$ cat src/rtl/ramt_pkg.sv
`timescale 1ns / 1ps

package ramt_pkg;

    localparam int          LEAF_COUNT_DEF = 1024;
    localparam int          POS_IN_W       = 11;
    localparam int          DATA_W         = 32;
    localparam logic [31:0] INT_MIN        = 32'h8000_0000;

    localparam logic KIND_ADD   = 1'b0;
    localparam logic KIND_QUERY = 1'b1;

    typedef struct packed {
        logic clr_step;
        logic load;
        logic rd_node;
        logic eval;
        logic rd_c1;
        logic wr_c1;
        logic rd_c2;
        logic wr_c2;
        logic decide;
        logic up;
        logic out_load;
    } cmd_t;

    typedef struct packed {
        logic clr_done;
        logic empty;
        logic query;
        logic push;
        logic disjoint;
        logic covered;
        logic at_root;
        logic phase;
        logic out_busy;
    } status_t;

    function automatic logic [31:0] smax(input logic [31:0] a, input logic [31:0] b);
        return ($signed(a) >= $signed(b)) ? a : b;
    endfunction

endpackage

$ cat src/rtl/ramt_ctrl.sv
`timescale 1ns / 1ps

module ramt_ctrl
    import ramt_pkg::*;
(
    input  logic    clk,
    input  logic    rst_n,
    input  logic    in_valid,
    output logic    in_ready,
    input  status_t st,
    output cmd_t    cmd
);

    typedef enum logic [3:0] {
        ST_CLEAR, ST_IDLE, ST_START, ST_RD, ST_EVAL, ST_C1R, ST_C1W,
        ST_C2R, ST_C2W, ST_DECIDE, ST_UP, ST_FIN
    } state_t;

    state_t state_reg;
    state_t state_next;

    assign in_ready = (state_reg == ST_IDLE);

    always_comb
    begin
        cmd        = '0;
        state_next = state_reg;
        case (state_reg)
            ST_CLEAR:
            begin
                cmd.clr_step = 1'b1;
                if (st.clr_done)
                begin
                    state_next = ST_IDLE;
                end
            end
            ST_IDLE:
            begin
                if (in_valid)
                begin
                    cmd.load   = 1'b1;
                    state_next = ST_START;
                end
            end
            ST_START:
            begin
                if (!st.empty)
                begin
                    state_next = ST_RD;
                end
                else if (st.query)
                begin
                    state_next = ST_FIN;
                end
                else
                begin
                    state_next = ST_IDLE;
                end
            end
            ST_RD:
            begin
                cmd.rd_node = 1'b1;
                state_next  = ST_EVAL;
            end
            ST_EVAL:
            begin
                cmd.eval   = 1'b1;
                state_next = st.push ? ST_C1R : ST_DECIDE;
            end
            ST_C1R:
            begin
                cmd.rd_c1  = 1'b1;
                state_next = ST_C1W;
            end
            ST_C1W:
            begin
                cmd.wr_c1  = 1'b1;
                state_next = ST_C2R;
            end
            ST_C2R:
            begin
                cmd.rd_c2  = 1'b1;
                state_next = ST_C2W;
            end
            ST_C2W:
            begin
                cmd.wr_c2  = 1'b1;
                state_next = ST_DECIDE;
            end
            ST_DECIDE:
            begin
                cmd.decide = 1'b1;
                state_next = (st.disjoint || st.covered) ? ST_UP : ST_RD;
            end
            ST_UP:
            begin
                cmd.up = 1'b1;
                if (st.at_root)
                begin
                    state_next = ST_FIN;
                end
                else if (!st.phase)
                begin
                    state_next = ST_RD;
                end
            end
            ST_FIN:
            begin
                if (!st.query)
                begin
                    state_next = ST_IDLE;
                end
                else if (!st.out_busy)
                begin
                    cmd.out_load = 1'b1;
                    state_next   = ST_IDLE;
                end
            end
            default:
            begin
                state_next = ST_IDLE;
            end
        endcase
    end

    always_ff @(posedge clk or negedge rst_n)
    begin
        if (!rst_n)
        begin
            state_reg <= ST_CLEAR;
        end
        else
        begin
            state_reg <= state_next;
        end
    end

endmodule

$ cat config.mk
export PLATFORM = sky130hd
export DESIGN_NAME = ramt_ctrl
export DESIGN_NICKNAME = d
export VERILOG_FILES = /design/src/rtl/ramt_pkg.sv /design/src/rtl/ramt_ctrl.sv
export SDC_FILE = /design/constraint.sdc
export NUM_CORES = 1
export LEC_CHECK = 0
export BUFFER_PORTS_ARGS = -buffer_cell sky130_fd_sc_hd__buf_2
export CAP_MARGIN = 0
export CORE_AREA = 2 2 39 41
export CTS_BUF_LIST = sky130_fd_sc_hd__clkbuf_4
export DETAILED_ROUTE_END_ITERATION = 6
export DIE_AREA = 0 0 41 43
export PLACE_DENSITY = 0.72
export SKIP_LAST_GASP = 1
export SLEW_MARGIN = 15
export SYNTH_ARGS = -nofsm -noshare
export SYNTH_HDL_FRONTEND = slang
export SYNTH_SLANG_ARGS = --single-unit
export TNS_END_PERCENT = 1
$ cat constraint.sdc
create_clock -name clk -period 4.74 [get_ports clk]
set_clock_uncertainty 0.05 [all_clocks]
set_input_delay 0.237 -clock clk [delete_from_list [all_inputs] [get_ports clk]]
set_output_delay 0.237 -clock clk [all_outputs]
set_load 0.01 [all_outputs]
==> out/results.ini <==
[run_status]
outcome = completed

[drt]
finalWirelength_mm = 1.10
wire_per_inst_um = 11.7
vias = 494
first_iter_violations = 5
dr.pass1.iters = 4
drc_errors = 0
avgViaCountPerCell = 5.26
detail-route-antenna-nets = 0

[timing]
finalCritPeriodShare = 0.389
finalSetupTns_ns = 0
rsz0062_at_grt = false
finalCriticalPeriod_ns = 1.84
final_hold_viol_count = 0
drv_slew = 0
setup_viol = 0
clock.fmax_mhz = 542
worstMarginPinSlew_ns = 0.398
slew_headroom = 0.735
fin_hold_ws_ns = 0.279

[hold_path]
min_path_type = in2async

[critical_path]
crit_type = reg2out
worst_setup_path_start_kind = register
slowest_stage = dfrtp_1
rr_endpoint = state_reg[1]$_DFFE_PN0P_
cp.arrival_ns = 1.56
cp_data_required_time_ns = 4.45
r2r_cells = 4
cp_max_fo = 14
critPathCaptureType = output port
crit_chain = nand2b_2, nor4b_1, buf_2
reg2reg_slack_ns = 3.02
reg2reg_from = state_reg[1]$_DFFE_PN0P_
max_stage_delay_ns = 0.51

[yosys]
avgSynthCellArea_um2 = 7.87
synth_area_um2 = 433
synth_top_cells_by_area = dfrtp_1 23%, nor3_1 6.9%, nor2_1 6.9%, o32ai_4 6.4%, nand2_1 6.1%
seq_area_frac_synth = 0.231
synth_cells = 55
synth_nets = 67
ys_warn_count = 0
yosys_register_bits = 4
synth_top_cell_by_area = dfrtp_1
synth_cell_types = 28
synth_top_area_share = 0.231

[floorplan]
core_um2 = 1380
top_level_ports = 24
dieArea_um2 = 1760
die_w_um = 41
die_y_um = 43
rows = 14
initial_core_util = 0.313

[clock_network]
clock_tree.buffer_depth = 2
cts_setup_buffers = 0
cts_sinks = 4
clk_pin_slew_ns = 0.04
cts_resized = 0
cts_tree = built
clockRootBuffer = clkbuf_4
numCtsBuffers = 3
ctsHoldBuffers = 1
htree_num_levels = 1
clock_latency_ns = 0.24

[flow_run]
max_cap_viol_count = 0

[final_layout]
ff_latch_area_um2 = 100
antenna_cells = 0
drive_above_1_share = 0.410
largest_register_ffs = 4
nets = 92
multi_input_area_um2 = 300
syn_to_final_growth_pct = 32.9
n_fill_cell = 158
final_area_um2 = 576

[power]
p_leak_nw = 0.279
vdd_drop_max_uv = 178
p_per_area_nw_per_um2 = 566

[grt]
grt_pass1_vias = 434
grt_pass1_wl_mm = 1.76
grt_start_max_net_pins = 15
grt_usage = 0.148
globalRouteOverflowTotal = 0
antenna_found_initial = 0

[placement]
portBuffers = 23
place.gp.congestion = 0.781
hpwl_um = 851
place_area_um2 = 543

==> final cells by class <==
type                            instances  share of cell area
Multi-Input combinational cell         45               0.522
Timing Repair Buffer                   24               0.217
Sequential cell                         4               0.174
Clock buffer                            3              0.0391
Tap cell                               16              0.0348
Inverter                                2              0.0130
==> Yosys cell counts (all sizes together) <==
master	n
a211oi	1
a21oi	2
a31oi	2
and2	1
buf	4
dfrtp	4
inv	2
nand2	7
nand2b	3
nand4bb	1
nor2	8
nor2b	1
nor3	7
nor4	1
nor4b	2
o21ai	1
o21bai	1
o2bb2ai	1
o31ai	1
o32ai	1
o41ai	1
or2b	1
or4	1
or4bb	1
==> worst max-delay path by stage <==
stage | slack (ns) | from | endpoint | cells after the start
floorplan | 3.20 | state_reg[3]$_DFFE_PN0P_ | state_reg[1]$_DFFE_PN0P_ | 5
global route | 2.76 | state_reg[2]$_DFFE_PN0P_ | cmd[0] | 3
finish | 2.90 | state_reg[2]$_DFFE_PN0P_ | cmd[0] | 3
detailed placement | 3.02 | state_reg[0]$_DFFE_PN0P_ | state_reg[1]$_DFFE_PN0P_ | 4
CTS | 2.90 | state_reg[2]$_DFFE_PN0P_ | cmd[0] | 3
global placement | 3.08 | state_reg[0]$_DFFE_PN0P_ | state_reg[1]$_DFFE_PN0P_ | 4
==> kinds of logic (layout without fill, tap and decap cells) <==
family,after synthesis,in the layout,share of synthesized area
buf+inv,6,29,0.0751
simple gates,34,34,0.474
compound gates,11,11,0.220
flops,4,4,0.231
==> stage by stage <==
step	power (W)	cells	setup WS [ns]	util
floorplan	0.000240	55	3.20	-
global placement	0.000277	90	3.08	0.392
detailed placement	0.000284	90	3.02	0.392
CTS	0.000328	94	2.90	0.416
global route	0.000355	94	2.76	0.416
finish	0.000326	94	2.90	0.416
==> per-layer routing <==
metal / part of all wire / track usage
met4: 0.015 / 0.0800
met1: 0.43 / 0.166
met3: 0.071 / 0.0471
met2: 0.48 / 0.234
met5: 0 / 0
==> critical path: cells and delay by family, from the launching register on <==
kind / cells / cell delay (ns)
simple gates: 2 / 0.63
flops: 1 / 0.51
buf+inv: 1 / 0.18
==> power breakdown <==
group / internal [W] / total, W / switching [W]
Clock: 0.0000284 / 0.0000428 / 0.0000145
Sequential: 0.0000496 / 0.0000991 / 0.0000495
Combinational: 0.0000866 / 0.000184 / 0.0000975
Total: 0.000164 / 0.000326 / 0.000161
==> cells in the final DEF, fill, tap and decap left out, drive strengths merged, types with 2 or more instances in the layout <==
cell type / instances
nor4b: 2
buf: 23
nor2: 8
dfrtp: 4
nand2b: 3
a21oi: 2
nand2: 7
nor3: 7
a31oi: 2
clkbuf: 3
inv: 2
Power figures use the tool's default switching activity.
